## config.mk

```make
export PLATFORM = sky130hd
export DESIGN_NAME = rpn_stack_calculator
export DESIGN_NICKNAME = d
export VERILOG_FILES = /design/src/hw/rtl/rpn_pkg.sv /design/src/hw/rtl/rpn_div.sv /design/src/hw/rtl/rpn_datapath.sv /design/src/hw/rtl/rpn_ctrl.sv /design/src/hw/rtl/rpn_stack_calculator.sv
export SDC_FILE = /design/constraint.sdc
export NUM_CORES = 2
export LEC_CHECK = 0
export BUFFER_PORTS_ARGS = -buffer_cell sky130_fd_sc_hd__buf_2
export CAP_MARGIN = 30
export CORE_ASPECT_RATIO = 1.2
export CORE_MARGIN = 1.5
export CORE_UTILIZATION = 55
export CTS_CLUSTER_SIZE = 16
export DETAILED_ROUTE_END_ITERATION = 10
export MAX_ROUTING_LAYER = met4
export PLACE_DENSITY = 0.72
export SLEW_MARGIN = 20
export SYNTH_ARGS = -nofsm -noshare
export SYNTH_HDL_FRONTEND = slang
export SYNTH_HIERARCHICAL = 1
export SYNTH_SLANG_ARGS = --single-unit
```

## constraint.sdc

```tcl
create_clock -name clk_i -period 15.35 [get_ports clk_i]
set_input_delay 1.535 -clock clk_i [delete_from_list [all_inputs] [get_ports clk_i]]
set_output_delay 1.535 -clock clk_i [all_outputs]
set_load 0.01 [all_outputs]
```

## src/hw/rtl/rpn_pkg.sv

```systemverilog
// rpn_pkg: shared constants, codes and control structs of the rpn stack calculator
// no dependencies; imported by every rtl file of the block

package rpn_pkg;

  // sizes
  localparam int DATA_W      = 32;
  localparam int STACK_DEPTH = 32;
  localparam int ADDR_W      = (STACK_DEPTH > 1) ? $clog2(STACK_DEPTH) : 1;
  localparam int CNT_W       = $clog2(STACK_DEPTH + 1);
  localparam int OP_W        = 4;
  localparam int KIND_W      = 2;
  localparam int ERR_W       = 4;
  localparam int DEPTH_OUT_W = 6;

  // command codes
  typedef enum logic [OP_W-1:0] {
    OP_PUSH  = 4'd0,
    OP_POP   = 4'd1,
    OP_ADD   = 4'd2,
    OP_SUB   = 4'd3,
    OP_MUL   = 4'd4,
    OP_DIV   = 4'd5,
    OP_DUP   = 4'd6,
    OP_SWAP  = 4'd7,
    OP_ROLL  = 4'd8,
    OP_CLEAR = 4'd9,
    OP_PRINT = 4'd10
  } opcode_e;

  // result kinds
  typedef enum logic [KIND_W-1:0] {
    KIND_DONE  = 2'd0,
    KIND_ELEM  = 2'd1,
    KIND_EMPTY = 2'd2,
    KIND_ERROR = 2'd3
  } kind_e;

  // error codes
  typedef enum logic [ERR_W-1:0] {
    ERR_NONE         = 4'd0,
    ERR_POP_EMPTY    = 4'd1,
    ERR_FEW_OPERANDS = 4'd2,
    ERR_DIV_ZERO     = 4'd3,
    ERR_DUP_EMPTY    = 4'd4,
    ERR_SWAP_FEW     = 4'd5,
    ERR_BAD_ROLL     = 4'd6,
    ERR_INVALID      = 4'd7,
    ERR_FULL         = 4'd8
  } err_e;

  // controller states
  typedef enum logic [4:0] {
    S_IDLE,
    S_DECODE,
    S_RD_B,
    S_RD_A,
    S_EXEC,
    S_DIV_WAIT,
    S_WRITE_RES,
    S_DUP_WR,
    S_SWAP_W1,
    S_SWAP_W2,
    S_ROLL_MV,
    S_ROLL_CAP,
    S_ROLL_WR,
    S_ROLL_RD,
    S_ROLL_LAST,
    S_PRINT_RD,
    S_PRINT_EMIT,
    S_EMIT
  } state_e;

  // stack read address select
  typedef enum logic [2:0] {
    RD_NONE,
    RD_TOP,
    RD_SECOND,
    RD_PTR,
    RD_PTR_NEXT
  } rd_sel_e;

  // stack write select
  typedef enum logic [2:0] {
    WR_NONE,
    WR_PUSH,
    WR_DUP,
    WR_RES,
    WR_SWAP_TOP,
    WR_SWAP_SECOND,
    WR_ROLL_SHIFT,
    WR_ROLL_LAST
  } wr_sel_e;

  typedef enum logic [1:0] {
    DEPTH_HOLD,
    DEPTH_INC,
    DEPTH_DEC,
    DEPTH_CLEAR
  } depth_op_e;

  typedef enum logic [2:0] {
    PTR_HOLD,
    PTR_ROLL,
    PTR_TOP,
    PTR_INC,
    PTR_DEC
  } ptr_op_e;

  // controller to datapath
  typedef struct packed {
    logic      latch_in;
    rd_sel_e   rd_sel;
    wr_sel_e   wr_sel;
    depth_op_e depth_op;
    ptr_op_e   ptr_op;
    logic      cap_b;
    logic      cap_a;
    logic      cap_moved;
    logic      alu_go;
    logic      div_start;
    logic      div_load;
    logic      set_result;
    kind_e     res_kind;
    err_e      res_err;
    logic      emit_result;
    logic      emit_elem;
  } dp_cmd_t;

  // datapath to controller
  typedef struct packed {
    opcode_e op;
    logic    halted;
    logic    depth_zero;
    logic    depth_lt2;
    logic    depth_full;
    logic    b_zero;
    logic    roll_one;
    logic    roll_bad;
    logic    roll_more;
    logic    ptr_zero;
    logic    div_done;
    logic    out_free;
  } dp_status_t;

endpackage

```

## src/hw/rtl/rpn_div.sv

```systemverilog
// rpn_div: iterative signed divider, one quotient bit per cycle, truncating toward zero
// depends on rpn_pkg

module rpn_div
  import rpn_pkg::*;
(
  input  logic              clk_i,
  input  logic              rst_ni,
  input  logic              start_i,
  input  logic [DATA_W-1:0] dividend_i,
  input  logic [DATA_W-1:0] divisor_i,
  output logic              done_o,
  output logic [DATA_W-1:0] quotient_o
);

  localparam int DCNT_W = $clog2(DATA_W + 1);

  logic [DCNT_W-1:0] cnt_q;
  logic              done_q;
  logic [DATA_W-1:0] rem_q;
  logic [DATA_W-1:0] quo_q;
  logic [DATA_W-1:0] mag_b_q;
  logic              neg_q;

  logic [DATA_W:0]   shifted;
  logic [DATA_W:0]   trial;

  // restoring step on magnitudes
  assign shifted = {rem_q, quo_q[DATA_W-1]};
  assign trial   = shifted - {1'b0, mag_b_q};

  // iteration counter and done flag
  always_ff @(posedge clk_i or negedge rst_ni) begin
    if (!rst_ni) begin
      cnt_q  <= '0;
      done_q <= 1'b0;
    end else begin
      done_q <= 1'b0;
      if (start_i) begin
        cnt_q <= DCNT_W'(DATA_W);
      end else if (cnt_q != '0) begin
        cnt_q <= cnt_q - DCNT_W'(1);
        if (cnt_q == DCNT_W'(1)) begin
          done_q <= 1'b1;
        end
      end
    end
  end

  // remainder and quotient shift registers
  always_ff @(posedge clk_i) begin
    if (start_i) begin
      rem_q   <= '0;
      quo_q   <= dividend_i[DATA_W-1] ? (DATA_W'(0) - dividend_i) : dividend_i;
      mag_b_q <= divisor_i[DATA_W-1] ? (DATA_W'(0) - divisor_i) : divisor_i;
      neg_q   <= dividend_i[DATA_W-1] ^ divisor_i[DATA_W-1];
    end else if (cnt_q != '0) begin
      if (!trial[DATA_W]) begin
        rem_q <= trial[DATA_W-1:0];
        quo_q <= {quo_q[DATA_W-2:0], 1'b1};
      end else begin
        rem_q <= shifted[DATA_W-1:0];
        quo_q <= {quo_q[DATA_W-2:0], 1'b0};
      end
    end
  end

  // sign correction
  assign quotient_o = neg_q ? (DATA_W'(0) - quo_q) : quo_q;
  assign done_o     = done_q;

endmodule

```

## src/hw/rtl/rpn_datapath.sv

```systemverilog
// rpn_datapath: stack memory, depth and halt flags, alu, divider and result register
// depends on rpn_pkg and rpn_div

module rpn_datapath
  import rpn_pkg::*;
(
  input  logic                   clk_i,
  input  logic                   rst_ni,
  input  dp_cmd_t                cmd_i,
  output dp_status_t             status_o,
  input  logic [OP_W-1:0]        opcode_i,
  input  logic [DATA_W-1:0]      operand_i,
  input  logic                   out_ready_i,
  output logic                   out_valid_o,
  output logic [KIND_W-1:0]      kind_o,
  output logic [DATA_W-1:0]      data_o,
  output logic [ERR_W-1:0]       error_code_o,
  output logic [DEPTH_OUT_W-1:0] depth_o,
  output logic                   last_o
);

  logic [DATA_W-1:0] stack_mem [STACK_DEPTH];

  logic [OP_W-1:0]   op_q;
  logic [DATA_W-1:0] arg_q;
  logic [CNT_W-1:0]  depth_q, depth_d;
  logic              halted_q, halted_d;
  logic [ADDR_W-1:0] ptr_q, ptr_d;
  logic [DATA_W-1:0] rdata_q;
  logic [DATA_W-1:0] a_q;
  logic [DATA_W-1:0] b_q;
  logic [DATA_W-1:0] res_q;
  logic [DATA_W-1:0] moved_q;
  kind_e             kind_q;
  err_e              err_q;

  logic                   out_valid_q;
  logic [KIND_W-1:0]      out_kind_q;
  logic [DATA_W-1:0]      out_data_q;
  logic [ERR_W-1:0]       out_err_q;
  logic [DEPTH_OUT_W-1:0] out_depth_q;
  logic                   out_last_q;

  logic [CNT_W-1:0]  depth_m1, depth_m2, roll_pos, ptr_next;
  logic              rd_en, wr_en;
  logic [ADDR_W-1:0] raddr, waddr;
  logic [DATA_W-1:0] wdata;
  logic              out_free;
  logic              div_done;
  logic [DATA_W-1:0] div_quo;

  // address arithmetic
  assign depth_m1 = depth_q - CNT_W'(1);
  assign depth_m2 = depth_q - CNT_W'(2);
  assign roll_pos = depth_q - arg_q[CNT_W-1:0];
  assign ptr_next = CNT_W'(ptr_q) + CNT_W'(1);
  assign out_free = !out_valid_q || out_ready_i;

  // status flags
  always_comb begin
    status_o            = '0;
    status_o.op         = opcode_e'(op_q);
    status_o.halted     = halted_q;
    status_o.depth_zero = (depth_q == '0);
    status_o.depth_lt2  = (depth_q < CNT_W'(2));
    status_o.depth_full = (depth_q >= CNT_W'(STACK_DEPTH));
    status_o.b_zero     = (b_q == '0);
    status_o.roll_one   = (arg_q == DATA_W'(1));
    status_o.roll_bad   = arg_q[DATA_W-1] || (arg_q == '0) || (arg_q > DATA_W'(depth_q));
    status_o.roll_more  = (ptr_next < depth_q);
    status_o.ptr_zero   = (ptr_q == '0);
    status_o.div_done   = div_done;
    status_o.out_free   = out_free;
  end

  // read port select
  always_comb begin
    rd_en = 1'b1;
    raddr = '0;
    case (cmd_i.rd_sel)
      RD_TOP:      raddr = depth_m1[ADDR_W-1:0];
      RD_SECOND:   raddr = depth_m2[ADDR_W-1:0];
      RD_PTR:      raddr = ptr_q;
      RD_PTR_NEXT: raddr = ptr_next[ADDR_W-1:0];
      default:     rd_en = 1'b0;
    endcase
  end

  // write port select
  always_comb begin
    wr_en = 1'b1;
    waddr = '0;
    wdata = '0;
    case (cmd_i.wr_sel)
      WR_PUSH: begin
        waddr = depth_q[ADDR_W-1:0];
        wdata = arg_q;
      end
      WR_DUP: begin
        waddr = depth_q[ADDR_W-1:0];
        wdata = rdata_q;
      end
      WR_RES: begin
        waddr = depth_m2[ADDR_W-1:0];
        wdata = res_q;
      end
      WR_SWAP_TOP: begin
        waddr = depth_m1[ADDR_W-1:0];
        wdata = a_q;
      end
      WR_SWAP_SECOND: begin
        waddr = depth_m2[ADDR_W-1:0];
        wdata = b_q;
      end
      WR_ROLL_SHIFT: begin
        waddr = ptr_q;
        wdata = rdata_q;
      end
      WR_ROLL_LAST: begin
        waddr = depth_m1[ADDR_W-1:0];
        wdata = moved_q;
      end
      default: wr_en = 1'b0;
    endcase
  end

  // stack memory, registered read
  always_ff @(posedge clk_i) begin
    if (wr_en) begin
      stack_mem[waddr] <= wdata;
    end
    if (rd_en) begin
      rdata_q <= stack_mem[raddr];
    end
  end

  // next depth, pointer and halt flag
  always_comb begin
    depth_d = depth_q;
    case (cmd_i.depth_op)
      DEPTH_INC:   depth_d = depth_q + CNT_W'(1);
      DEPTH_DEC:   depth_d = depth_m1;
      DEPTH_CLEAR: depth_d = '0;
      default:     depth_d = depth_q;
    endcase
  end

  always_comb begin
    ptr_d = ptr_q;
    case (cmd_i.ptr_op)
      PTR_ROLL: ptr_d = roll_pos[ADDR_W-1:0];
      PTR_TOP:  ptr_d = depth_m1[ADDR_W-1:0];
      PTR_INC:  ptr_d = ptr_next[ADDR_W-1:0];
      PTR_DEC:  ptr_d = ptr_q - ADDR_W'(1);
      default:  ptr_d = ptr_q;
    endcase
  end

  assign halted_d = halted_q || (cmd_i.emit_result && (kind_q == KIND_ERROR));

  always_ff @(posedge clk_i or negedge rst_ni) begin
    if (!rst_ni) begin
      depth_q  <= '0;
      halted_q <= 1'b0;
      ptr_q    <= '0;
    end else begin
      depth_q  <= depth_d;
      halted_q <= halted_d;
      ptr_q    <= ptr_d;
    end
  end

  // command, operand and working registers
  always_ff @(posedge clk_i) begin
    if (cmd_i.latch_in) begin
      op_q  <= opcode_i;
      arg_q <= operand_i;
    end
    if (cmd_i.cap_b) begin
      b_q <= rdata_q;
    end
    if (cmd_i.cap_a) begin
      a_q <= rdata_q;
    end
    if (cmd_i.cap_moved) begin
      moved_q <= rdata_q;
    end
    if (cmd_i.set_result) begin
      kind_q <= cmd_i.res_kind;
      err_q  <= cmd_i.res_err;
    end
    if (cmd_i.div_load) begin
      res_q <= div_quo;
    end else if (cmd_i.alu_go) begin
      case (opcode_e'(op_q))
        OP_ADD:  res_q <= a_q + b_q;
        OP_SUB:  res_q <= a_q - b_q;
        OP_MUL:  res_q <= a_q * b_q;
        default: res_q <= a_q;
      endcase
    end
  end

  // divider for DIV
  rpn_div u_div (
    .clk_i      (clk_i),
    .rst_ni     (rst_ni),
    .start_i    (cmd_i.div_start),
    .dividend_i (a_q),
    .divisor_i  (b_q),
    .done_o     (div_done),
    .quotient_o (div_quo)
  );

  // result register, holds until the receiver takes it
  always_ff @(posedge clk_i or negedge rst_ni) begin
    if (!rst_ni) begin
      out_valid_q <= 1'b0;
    end else if (cmd_i.emit_result || cmd_i.emit_elem) begin
      out_valid_q <= 1'b1;
    end else if (out_ready_i) begin
      out_valid_q <= 1'b0;
    end
  end

  always_ff @(posedge clk_i) begin
    if (cmd_i.emit_result) begin
      out_kind_q  <= kind_q;
      out_data_q  <= '0;
      out_err_q   <= err_q;
      out_depth_q <= DEPTH_OUT_W'(depth_q);
      out_last_q  <= 1'b1;
    end else if (cmd_i.emit_elem) begin
      out_kind_q  <= KIND_ELEM;
      out_data_q  <= rdata_q;
      out_err_q   <= ERR_NONE;
      out_depth_q <= DEPTH_OUT_W'(depth_q);
      out_last_q  <= (ptr_q == '0);
    end
  end

  assign out_valid_o  = out_valid_q;
  assign kind_o       = out_kind_q;
  assign data_o       = out_data_q;
  assign error_code_o = out_err_q;
  assign depth_o      = out_depth_q;
  assign last_o       = out_last_q;

endmodule

```

## src/hw/rtl/rpn_ctrl.sv

```systemverilog
// rpn_ctrl: command sequencer of the rpn stack calculator
// depends on rpn_pkg; drives rpn_datapath through dp_cmd_t

module rpn_ctrl
  import rpn_pkg::*;
(
  input  logic       clk_i,
  input  logic       rst_ni,
  input  logic       in_valid_i,
  output logic       in_ready_o,
  input  dp_status_t status_i,
  output dp_cmd_t    cmd_o
);

  state_e state_q, state_d;

  // state register
  always_ff @(posedge clk_i or negedge rst_ni) begin
    if (!rst_ni) begin
      state_q <= S_IDLE;
    end else begin
      state_q <= state_d;
    end
  end

  // next state
  always_comb begin
    state_d = state_q;
    case (state_q)
      S_IDLE: begin
        if (in_valid_i) state_d = S_DECODE;
      end
      S_DECODE: begin
        state_d = S_EMIT;
        if (!status_i.halted) begin
          case (status_i.op)
            OP_ADD, OP_SUB, OP_MUL, OP_DIV, OP_SWAP: begin
              if (!status_i.depth_lt2) state_d = S_RD_B;
            end
            OP_DUP: begin
              if (!status_i.depth_zero && !status_i.depth_full) state_d = S_DUP_WR;
            end
            OP_ROLL: begin
              if (!status_i.roll_one && !status_i.roll_bad) state_d = S_ROLL_MV;
            end
            OP_PRINT: begin
              if (!status_i.depth_zero) state_d = S_PRINT_RD;
            end
            default: state_d = S_EMIT;
          endcase
        end
      end
      S_RD_B:      state_d = S_RD_A;
      S_RD_A:      state_d = (status_i.op == OP_SWAP) ? S_SWAP_W1 : S_EXEC;
      S_EXEC: begin
        if (status_i.op != OP_DIV) begin
          state_d = S_WRITE_RES;
        end else if (status_i.b_zero) begin
          state_d = S_EMIT;
        end else begin
          state_d = S_DIV_WAIT;
        end
      end
      S_DIV_WAIT: begin
        if (status_i.div_done) state_d = S_WRITE_RES;
      end
      S_WRITE_RES: state_d = S_EMIT;
      S_DUP_WR:    state_d = S_EMIT;
      S_SWAP_W1:   state_d = S_SWAP_W2;
      S_SWAP_W2:   state_d = S_EMIT;
      S_ROLL_MV:   state_d = S_ROLL_CAP;
      S_ROLL_CAP, S_ROLL_RD: begin
        state_d = status_i.roll_more ? S_ROLL_WR : S_ROLL_LAST;
      end
      S_ROLL_WR:   state_d = S_ROLL_RD;
      S_ROLL_LAST: state_d = S_EMIT;
      S_PRINT_RD:  state_d = S_PRINT_EMIT;
      S_PRINT_EMIT: begin
        if (status_i.out_free) state_d = status_i.ptr_zero ? S_IDLE : S_PRINT_RD;
      end
      S_EMIT: begin
        if (status_i.out_free) state_d = S_IDLE;
      end
      default: state_d = S_IDLE;
    endcase
  end

  // command outputs
  always_comb begin
    cmd_o    = '0;
    cmd_o.res_kind = KIND_DONE;
    cmd_o.res_err  = ERR_NONE;
    case (state_q)
      S_IDLE: begin
        cmd_o.latch_in = in_valid_i;
      end
      S_DECODE: begin
        cmd_o.set_result = 1'b1;
        if (status_i.halted) begin
          cmd_o.res_kind = KIND_ERROR;
          cmd_o.res_err  = ERR_FULL;
        end else begin
          case (status_i.op)
            OP_PUSH: begin
              if (status_i.depth_full) begin
                cmd_o.res_kind = KIND_ERROR;
                cmd_o.res_err  = ERR_FULL;
              end else begin
                cmd_o.wr_sel   = WR_PUSH;
                cmd_o.depth_op = DEPTH_INC;
              end
            end
            OP_POP: begin
              if (status_i.depth_zero) begin
                cmd_o.res_kind = KIND_ERROR;
                cmd_o.res_err  = ERR_POP_EMPTY;
              end else begin
                cmd_o.depth_op = DEPTH_DEC;
              end
            end
            OP_ADD, OP_SUB, OP_MUL, OP_DIV: begin
              if (status_i.depth_lt2) begin
                cmd_o.res_kind = KIND_ERROR;
                cmd_o.res_err  = ERR_FEW_OPERANDS;
              end else begin
                cmd_o.rd_sel = RD_TOP;
              end
            end
            OP_SWAP: begin
              if (status_i.depth_lt2) begin
                cmd_o.res_kind = KIND_ERROR;
                cmd_o.res_err  = ERR_SWAP_FEW;
              end else begin
                cmd_o.rd_sel = RD_TOP;
              end
            end
            OP_DUP: begin
              if (status_i.depth_zero) begin
                cmd_o.res_kind = KIND_ERROR;
                cmd_o.res_err  = ERR_DUP_EMPTY;
              end else if (status_i.depth_full) begin
                cmd_o.res_kind = KIND_ERROR;
                cmd_o.res_err  = ERR_FULL;
              end else begin
                cmd_o.rd_sel = RD_TOP;
              end
            end
            OP_ROLL: begin
              if (!status_i.roll_one && status_i.roll_bad) begin
                cmd_o.res_kind = KIND_ERROR;
                cmd_o.res_err  = ERR_BAD_ROLL;
              end else if (!status_i.roll_one) begin
                cmd_o.ptr_op = PTR_ROLL;
              end
            end
            OP_CLEAR: begin
              cmd_o.depth_op = DEPTH_CLEAR;
            end
            OP_PRINT: begin
              if (status_i.depth_zero) begin
                cmd_o.res_kind = KIND_EMPTY;
              end else begin
                cmd_o.ptr_op = PTR_TOP;
              end
            end
            default: begin
              cmd_o.res_kind = KIND_ERROR;
              cmd_o.res_err  = ERR_INVALID;
            end
          endcase
        end
      end
      // operand fetch: top first, then the one below it
      S_RD_B: begin
        cmd_o.cap_b  = 1'b1;
        cmd_o.rd_sel = RD_SECOND;
      end
      S_RD_A: begin
        cmd_o.cap_a = 1'b1;
      end
      S_EXEC: begin
        if (status_i.op != OP_DIV) begin
          cmd_o.alu_go = 1'b1;
        end else if (status_i.b_zero) begin
          cmd_o.set_result = 1'b1;
          cmd_o.res_kind   = KIND_ERROR;
          cmd_o.res_err    = ERR_DIV_ZERO;
        end else begin
          cmd_o.div_start = 1'b1;
        end
      end
      S_DIV_WAIT: begin
        cmd_o.div_load = status_i.div_done;
      end
      S_WRITE_RES: begin
        cmd_o.wr_sel   = WR_RES;
        cmd_o.depth_op = DEPTH_DEC;
      end
      S_DUP_WR: begin
        cmd_o.wr_sel   = WR_DUP;
        cmd_o.depth_op = DEPTH_INC;
      end
      S_SWAP_W1: begin
        cmd_o.wr_sel = WR_SWAP_TOP;
      end
      S_SWAP_W2: begin
        cmd_o.wr_sel = WR_SWAP_SECOND;
      end
      // roll: fetch the moved word once, then shift the rest down one place
      S_ROLL_MV: begin
        cmd_o.rd_sel = RD_PTR;
      end
      S_ROLL_CAP: begin
        cmd_o.cap_moved = 1'b1;
        if (status_i.roll_more) cmd_o.rd_sel = RD_PTR_NEXT;
      end
      S_ROLL_WR: begin
        cmd_o.wr_sel = WR_ROLL_SHIFT;
        cmd_o.ptr_op = PTR_INC;
      end
      S_ROLL_RD: begin
        if (status_i.roll_more) cmd_o.rd_sel = RD_PTR_NEXT;
      end
      S_ROLL_LAST: begin
        cmd_o.wr_sel = WR_ROLL_LAST;
      end
      // print walks from the top down
      S_PRINT_RD: begin
        cmd_o.rd_sel = RD_PTR;
      end
      S_PRINT_EMIT: begin
        if (status_i.out_free) begin
          cmd_o.emit_elem = 1'b1;
          if (!status_i.ptr_zero) cmd_o.ptr_op = PTR_DEC;
        end
      end
      S_EMIT: begin
        cmd_o.emit_result = status_i.out_free;
      end
      default: cmd_o = '0;
    endcase
  end

  assign in_ready_o = (state_q == S_IDLE);

endmodule

```

## src/hw/rtl/rpn_stack_calculator.sv

```systemverilog
// rpn_stack_calculator: top level of the rpn stack calculator
// depends on rpn_pkg, rpn_ctrl, rpn_datapath and rpn_div
//
// Usage
//   Input channel (in_valid_i/in_ready_o) carries one command per transaction:
//   opcode_i and operand_i. Output channel (out_valid_o/out_ready_i) carries
//   result transactions: kind_o, data_o, error_code_o, depth_o and last_o.
//   Every command gives one result, PRINT gives one per stack entry (top first,
//   last_o on the bottom one) or a single empty marker.
//   Commands run one at a time; in_ready_o is high whenever the sequencer is
//   idle, even while the previous result waits in the output register.
//   Command timing is set by the stack memory with its registered read port and
//   the serial divider: DIV makes one quotient bit a cycle, and ROLL makes one
//   memory read and one write per shifted word.
//   A stalled receiver holds the output register and the sequencer waits
//   before writing the next result into it.
//   Reset empties the stack and clears the halt flag; the stack memory itself
//   is not cleared. After any error every command returns error code 8.

module rpn_stack_calculator
  import rpn_pkg::*;
(
  input  logic                          clk_i,
  input  logic                          rst_ni,
  input  logic                          in_valid_i,
  output logic                          in_ready_o,
  input  logic [OP_W-1:0]               opcode_i,
  input  logic signed [DATA_W-1:0]      operand_i,
  output logic                          out_valid_o,
  input  logic                          out_ready_i,
  output logic [KIND_W-1:0]             kind_o,
  output logic signed [DATA_W-1:0]      data_o,
  output logic [ERR_W-1:0]              error_code_o,
  output logic [DEPTH_OUT_W-1:0]        depth_o,
  output logic                          last_o
);

  dp_cmd_t    cmd;
  dp_status_t status;
  logic [DATA_W-1:0] data_u;

  // sequencer
  rpn_ctrl u_ctrl (
    .clk_i      (clk_i),
    .rst_ni     (rst_ni),
    .in_valid_i (in_valid_i),
    .in_ready_o (in_ready_o),
    .status_i   (status),
    .cmd_o      (cmd)
  );

  // stack, arithmetic and result register
  rpn_datapath u_datapath (
    .clk_i        (clk_i),
    .rst_ni       (rst_ni),
    .cmd_i        (cmd),
    .status_o     (status),
    .opcode_i     (opcode_i),
    .operand_i    (operand_i),
    .out_ready_i  (out_ready_i),
    .out_valid_o  (out_valid_o),
    .kind_o       (kind_o),
    .data_o       (data_u),
    .error_code_o (error_code_o),
    .depth_o      (depth_o),
    .last_o       (last_o)
  );

  assign data_o = data_u;

endmodule

```

After elaboration in Yosys (flattened, before gate mapping) --
Memories as Yosys holds them, arrays and structs flattened. A register that Yosys moved wholly into a read port is not among the register bits. Index checks and enable logic that the tools add are counted.
Cells by class: equal/unequal tests 53, $add $sub $neg 13, reductions and logical operators 40, magnitude comparators 4, mux-type cells 93, $mul 1, bitwise operators 1
Operators by type and width (count):
- two-way mux 32 bit | 7
- case mux 32 bit (6 select lines) | 1
- case mux 32 bit (3 select lines) | 1
- subtractor 1 x 32 -> 32 bit (first input constant) | 3
- case mux 5 bit (4 select lines) | 4
- case mux 5 bit (14 select lines) | 1
- two-way mux 6 bit | 11
- logical NOT 32 bit | 2
- two-way mux 5 bit | 11
- == test 5 x 4 -> 1 bit (second input constant) | 8
- subtractor 33 x 32 -> 33 bit | 1
- adder 32 bit | 1
- == test 32 x 1 -> 1 bit (second input constant) | 1
- greater-than comparator 32 x 6 -> 1 bit | 1
- multiplier 32 x 32 -> 32 bit | 1
- subtractor 32 bit | 1
- two-way mux 31 bit | 1
- case mux 4 bit (7 select lines) | 1
- two-way mux 1 bit | 25
- case mux 3 bit (7 select lines) | 1
- == test 5 x 3 -> 1 bit (second input constant) | 4
- == test 3 x 2 -> 1 bit (second input constant) | 6
- == test 3 bit (second input constant) | 6
- two-way mux 3 bit | 6
- 50 further kinds | 100
Word-level totals: bits of input ports 40, logic and storage cells 231, memories kept 1, bits in registers 337, bits in writable memories 1024
Memory list:
- u_datapath.stack_mem | depth 32, width 32, rd ports 1, clocked after Yosys merged registers in 1, write ports 1, RTL line rpn_datapath.sv:22 | logic [DATA_W-1:0] stack_mem [STACK_DEPTH];

Depth between registers and ports, before layout --
depth in word-level cells 13, depth in mapped cells 28, depth with buffers taken out 25

Modules after synthesis --
The synthesis kept the hierarchy.
By module, submodules not included:
- rpn_datapath | seq. area each 38161.6 um2, area each 70294.9 um2, times used 1, cells each 6054
- rpn_div | seq. area each 2767.7 um2, area each 7499.7 um2, times used 1, cells each 841
- rpn_ctrl | seq. area each 125.1 um2, area each 1187.4 um2, times used 1, cells each 176

Worst setup path after synthesis --
Ideal clock, no wire load.
kind reg-to-reg, from reg u_datapath.a_q[15], to reg u_datapath.res_q[30], data pin, buffers on the path 3, setup slack 8.074 ns, setup time 0.261 ns, cell stages (with the launch flop) 25, period minus slack after synthesis 7.276 ns, arrival time 7.015 ns, cells stage by stage edfxtp_1 -> clkbuf_1 -> clkbuf_1 -> and2_1 -> fa_1 -> fa_1 -> fa_1 -> inv_1 -> fa_1 -> inv_1 -> fa_1 -> fa_1 -> fa_1 -> fa_1 -> ha_1 -> clkbuf_1 -> and4_1 -> nand2_1 -> nor2_1 -> a221oi_1 -> nand3_1 -> a41oi_1 -> mux2i_1 -> o2111ai_1 -> o32a_1
On the way: longest elaborated chain between the ends 4, elaborated cells on any way between the ends 6
RTL lines:
- start: declaration | RTL line rpn_datapath.sv:30 | logic [DATA_W-1:0] a_q;
- start signal: assignment | RTL line rpn_datapath.sv:183 | a_q <= rdata_q;
- multiplier 32 x 32 -> 32 bit (tied with other cells) | RTL line rpn_datapath.sv:198 | OP_MUL: res_q <= a_q * b_q;
- case mux 32 bit (3 select lines) * | RTL line rpn_datapath.sv:195 | case (opcode_e'(op_q))
- two-way mux 32 bit * | RTL line rpn_datapath.sv:194 | end else if (cmd_i.alu_go) begin
- two-way mux 32 bit * | RTL line rpn_datapath.sv:192 | if (cmd_i.div_load) begin
- end signal: assignment | RTL line rpn_datapath.sv:193 | res_q <= div_quo;
- end signal: assignment | RTL line rpn_datapath.sv:196 | OP_ADD: res_q <= a_q + b_q;
- end signal: assignment | RTL line rpn_datapath.sv:198
- end: declaration | RTL line rpn_datapath.sv:32 | logic [DATA_W-1:0] res_q;
Mark *: on every way between the ends. The rest lies on a longest branch, timed or not. The select of a mux whose other input is x is not followed. A chain may end at the register's enable or synchronous reset.

Worst setup path after layout --
from reg u_datapath.b_q[5], to reg u_datapath.res_q[29], data pin
On the way: longest elaborated chain between the ends 4, elaborated cells on any way between the ends 6
RTL lines:
- start: declaration | RTL line rpn_datapath.sv:31 | logic [DATA_W-1:0] b_q;
- start signal: assignment | RTL line rpn_datapath.sv:180 | b_q <= rdata_q;
- multiplier 32 x 32 -> 32 bit (tied with other cells) | RTL line rpn_datapath.sv:198
- case mux 32 bit (3 select lines) * | RTL line rpn_datapath.sv:195
- two-way mux 32 bit * | RTL line rpn_datapath.sv:194
- two-way mux 32 bit * | RTL line rpn_datapath.sv:192
Marks and branches as above.

==> flow_summary.ini <==
[setup_path]
path_class = reg -> reg
worst_path_dominant_cell_family = adder cells
cp_cell_sequence = buf_4 > and2_1 > fa_1 > fa_1 > fa_1 > inv_1 > fa_1 > inv_1 > fa_1 > inv_1 > fa_1 > inv_1 > fa_1 > fa_1 > ha_1 > o21ai_0 > nor2_1 > o41ai_1 > nand3b_1 > o211ai_1 > a21boi_0 > xor2_1 > a22oi_1 > a31oi_1
reg2regPathDepth = 24
r2r_end = u_datapath/res_q[29]$_DFFE_PP_
path_max_fanout = 18
endpoint_kind = flop
cp.required_ps = 15860
timing.rr.start = u_datapath/b_q[5]$_DFFE_PP_
crit_slowest_cell = edfxtp_1
startpoint_type = flop
slowest_delay_ps = 760
crit_top_cell = fa_1
crit_arrival_ps = 8660
regToRegSetupSlack_ps = 7190
crit_buf_inv = 5

[clock_network]
insertion_delay_ps = 800
path_clk_slew_ps = 70
clock-sinks = 1393
postCtsSetupRepairBufs = 0
cts-root-buf = clkbuf_16
htree_levels = 4
post_cts_resized = 0
clk_path_buf_depth = 3
tritoncts = yes
cts-hold-fix-buffers = 0
cts_made_buffers = 141

[run]
maxCapViolCount = 0

[sta]
rsz0062_at_grt = false
maxSlewHeadroom_pct = 33.9
max_freq_ghz = 0.123
tightestPinTransition_ps = 986
setup_violations = 0
period_share_pct = 53.2
period_needed_ps = 8160
final-max-slew-violation-count = 0
finalHoldViolations = 0
clock_skew_ps = 26.7
fin_tns_setup_ps = 0

[worst_hold_path]
whs_path_depth = 1
hold_path.class = reg -> reg
min_to = u_datapath/halted_q$_DFF_PN0_
worstHoldStart = u_datapath/kind_q[0]$_DFFE_PP_

[routing]
detail-route-antenna-nets = 0
drt_pass1_iterations = 8
drt_iter0_markers = 6912
drc = 0
drt-vias-per-instance = 6.30
vias = 57200
drt-total-wl_um = 239000
routedWlPerCell_um = 26.4

[synth]
synth_nets = 7739
synth_cells = 7071
avgSynthCellArea_um2 = 11.2
yosys_register_bits = 1393
ys.flop_type = edfxtp_1
seq_area_frac_synth_pct = 52.0
synth_edf_count = 1303
ys_types = 105
synthArstFlopShare_pct = 1.79
netlist_area_mm2 = 0.0790
synth_warnings = 6

[cells_and_area]
drive_gt1_share_pct = 8.35
final_common_cell = nand2_1
areaGrowthSynthToFinish_pct = 9.50
layout.nets = 7704
final_cell_mix = nand2_1 (1413), edfxtp_1 (1303), inv_1 (476), fa_1 (411), nand3_1 (342)

[placement]
io_buffers = 86
gp_congestion = 1.05
place_hpwl_um = 149000

[die]
core_mm2 = 0.143
die_area_mm2 = 0.146
die_w_um = 349
die_h_um = 418
initial_core_util_pct = 55.3
rows = 152
ioPinCount = 87

[grt]
first_global_vias = 55700
grt_pass1_wl_um = 352000
grt.overflow.total = 0
antenna_found_initial = 8
grt_max_degree = 186
grt_usage_pct = 33.7

[outcome]
status = completed
==> cells in the mapped netlist (all sizes together), types with 8 or more instances <==
| cell type | number | area, um2 |
|---|---|---|
| o31ai | 45 | 362 |
| and3 | 146 | 913 |
| inv | 477 | 1790 |
| a22oi | 108 | 811 |
| or2 | 12 | 77.6 |
| mux2i | 51 | 510 |
| dfrtp | 25 | 626 |
| o41ai | 15 | 158 |
| a311oi | 198 | 1730 |
| nor3b | 16 | 135 |
| nand3b | 12 | 90.1 |
| edfxtp | 1303 | 39100 |
| nor2 | 203 | 777 |
| nor4 | 24 | 201 |
| or4 | 19 | 173 |
| o21a | 27 | 203 |
| nand3 | 348 | 1760 |
| clkbuf | 342 | 1280 |
| a21oi | 186 | 935 |
| a221oi | 16 | 140 |
| o211ai | 18 | 140 |
| dfxtp | 65 | 1300 |
| xnor2 | 176 | 1550 |
| nand2b | 44 | 278 |
| o22ai | 13 | 81.3 |
| or3 | 20 | 145 |
| a31oi | 93 | 582 |
| a32oi | 8 | 70.1 |
| and2 | 325 | 2030 |
| nand4 | 13 | 81.3 |
| o21ai | 135 | 676 |
| o311ai | 19 | 166 |
| nand2 | 1414 | 5310 |
| xor2 | 91 | 805 |
| a21boi | 10 | 75.1 |
| a211oi | 54 | 410 |
| buf | 115 | 589 |
| ha | 217 | 2720 |
| nor2b | 27 | 169 |
| a21o | 75 | 563 |
| nor3 | 64 | 330 |
| fa | 411 | 8230 |
==> layout make-up <==
cell class	instances	area, um2
clock buffer	176	3700
multi-input combinational	4741	34600
sequential	1393	41100
inverter	480	1800
tap	1925	2410
timing repair buffer	279	2130
antenna	8	20.0
clock inverter	73	772
fill	11300	56300
==> how the worst max path moves through the flow <==
stage / from / to / slack, ps / cells after the start
final: u_datapath/b_q[5]$_DFFE_PP_ / u_datapath/res_q[29]$_DFFE_PP_ / 7190 / 24
after detailed placement: u_datapath/b_q[5]$_DFFE_PP_ / u_datapath/res_q[29]$_DFFE_PP_ / 7210 / 24
after floorplan: u_datapath/a_q[15]$_DFFE_PP_ / u_datapath/res_q[30]$_DFFE_PP_ / 8070 / 24
after global placement: u_datapath/b_q[5]$_DFFE_PP_ / u_datapath/res_q[29]$_DFFE_PP_ / 7240 / 24
after CTS: u_datapath/b_q[5]$_DFFE_PP_ / u_datapath/res_q[29]$_DFFE_PP_ / 7200 / 24
after global routing: u_datapath/b_q[5]$_DFFE_PP_ / u_datapath/res_q[29]$_DFFE_PP_ / 6830 / 24
==> per-stage QoR <==
step	area [um2]	instances	hold WS (ps)	utilization (%)	setup WS (ps)
4_1_cts	86400	9062	479	60.5	7200
6_report	86500	9075	481	60.6	7190
5_1_grt	86500	9071	507	60.5	6830
3_5_place_dp	81900	8813	476	57.4	7210
2_1_floorplan	79000	7071	429	-	8070
3_3_place_gp	81600	8788	460	57.1	7240
==> registers in the layout, indices dropped and copies added, names as in the netlist, 6 cells and up <==
| register | cells |
|---|---|
| u_datapath/a_q | 32 |
| u_datapath/arg_q | 32 |
| u_datapath/b_q | 32 |
| u_datapath/data_o | 32 |
| u_datapath/depth_o | 6 |
| u_datapath/depth_q | 6 |
| u_datapath/moved_q | 32 |
| u_datapath/rdata_q | 32 |
| u_datapath/res_q | 32 |
| u_datapath/stack_mem | 1024 |
| u_datapath/u_div/cnt_q | 6 |
| u_datapath/u_div/mag_b_q | 32 |
| u_datapath/u_div/quo_q | 32 |
| u_datapath/u_div/rem_q | 32 |
==> metal layers <==
layer	wire [um]	up-vias	GRT usage, %
li1	-	24800	-
met1	88100	28600	41.6
met2	114000	3024	53.3
met3	22600	764	6.04
met4	14300	0	17.4
met5	0	-	-
==> cells by family (layout without fill, tap and decap cells) <==
| logic type | Yosys count | after routing | share of synthesized area [%] |
|---|---|---|---|
| flip-flops | 1393 | 1393 | 52.0 |
| other | 0 | 8 | 0 |
| AO/OA/AOI/OAI | 1078 | 1078 | 9.70 |
| adder cells (fa/ha/maj) | 628 | 628 | 13.9 |
| multiplexers | 59 | 59 | 0.775 |
| buffers and inverters | 937 | 1008 | 4.65 |
| AND/OR/NAND/NOR | 2708 | 2708 | 16.0 |
| XOR/XNOR | 268 | 268 | 3.01 |
Power is left out: the tool's default activity adds up to more than one toggle a clock period on the data nets, which glitch-free logic cannot reach.
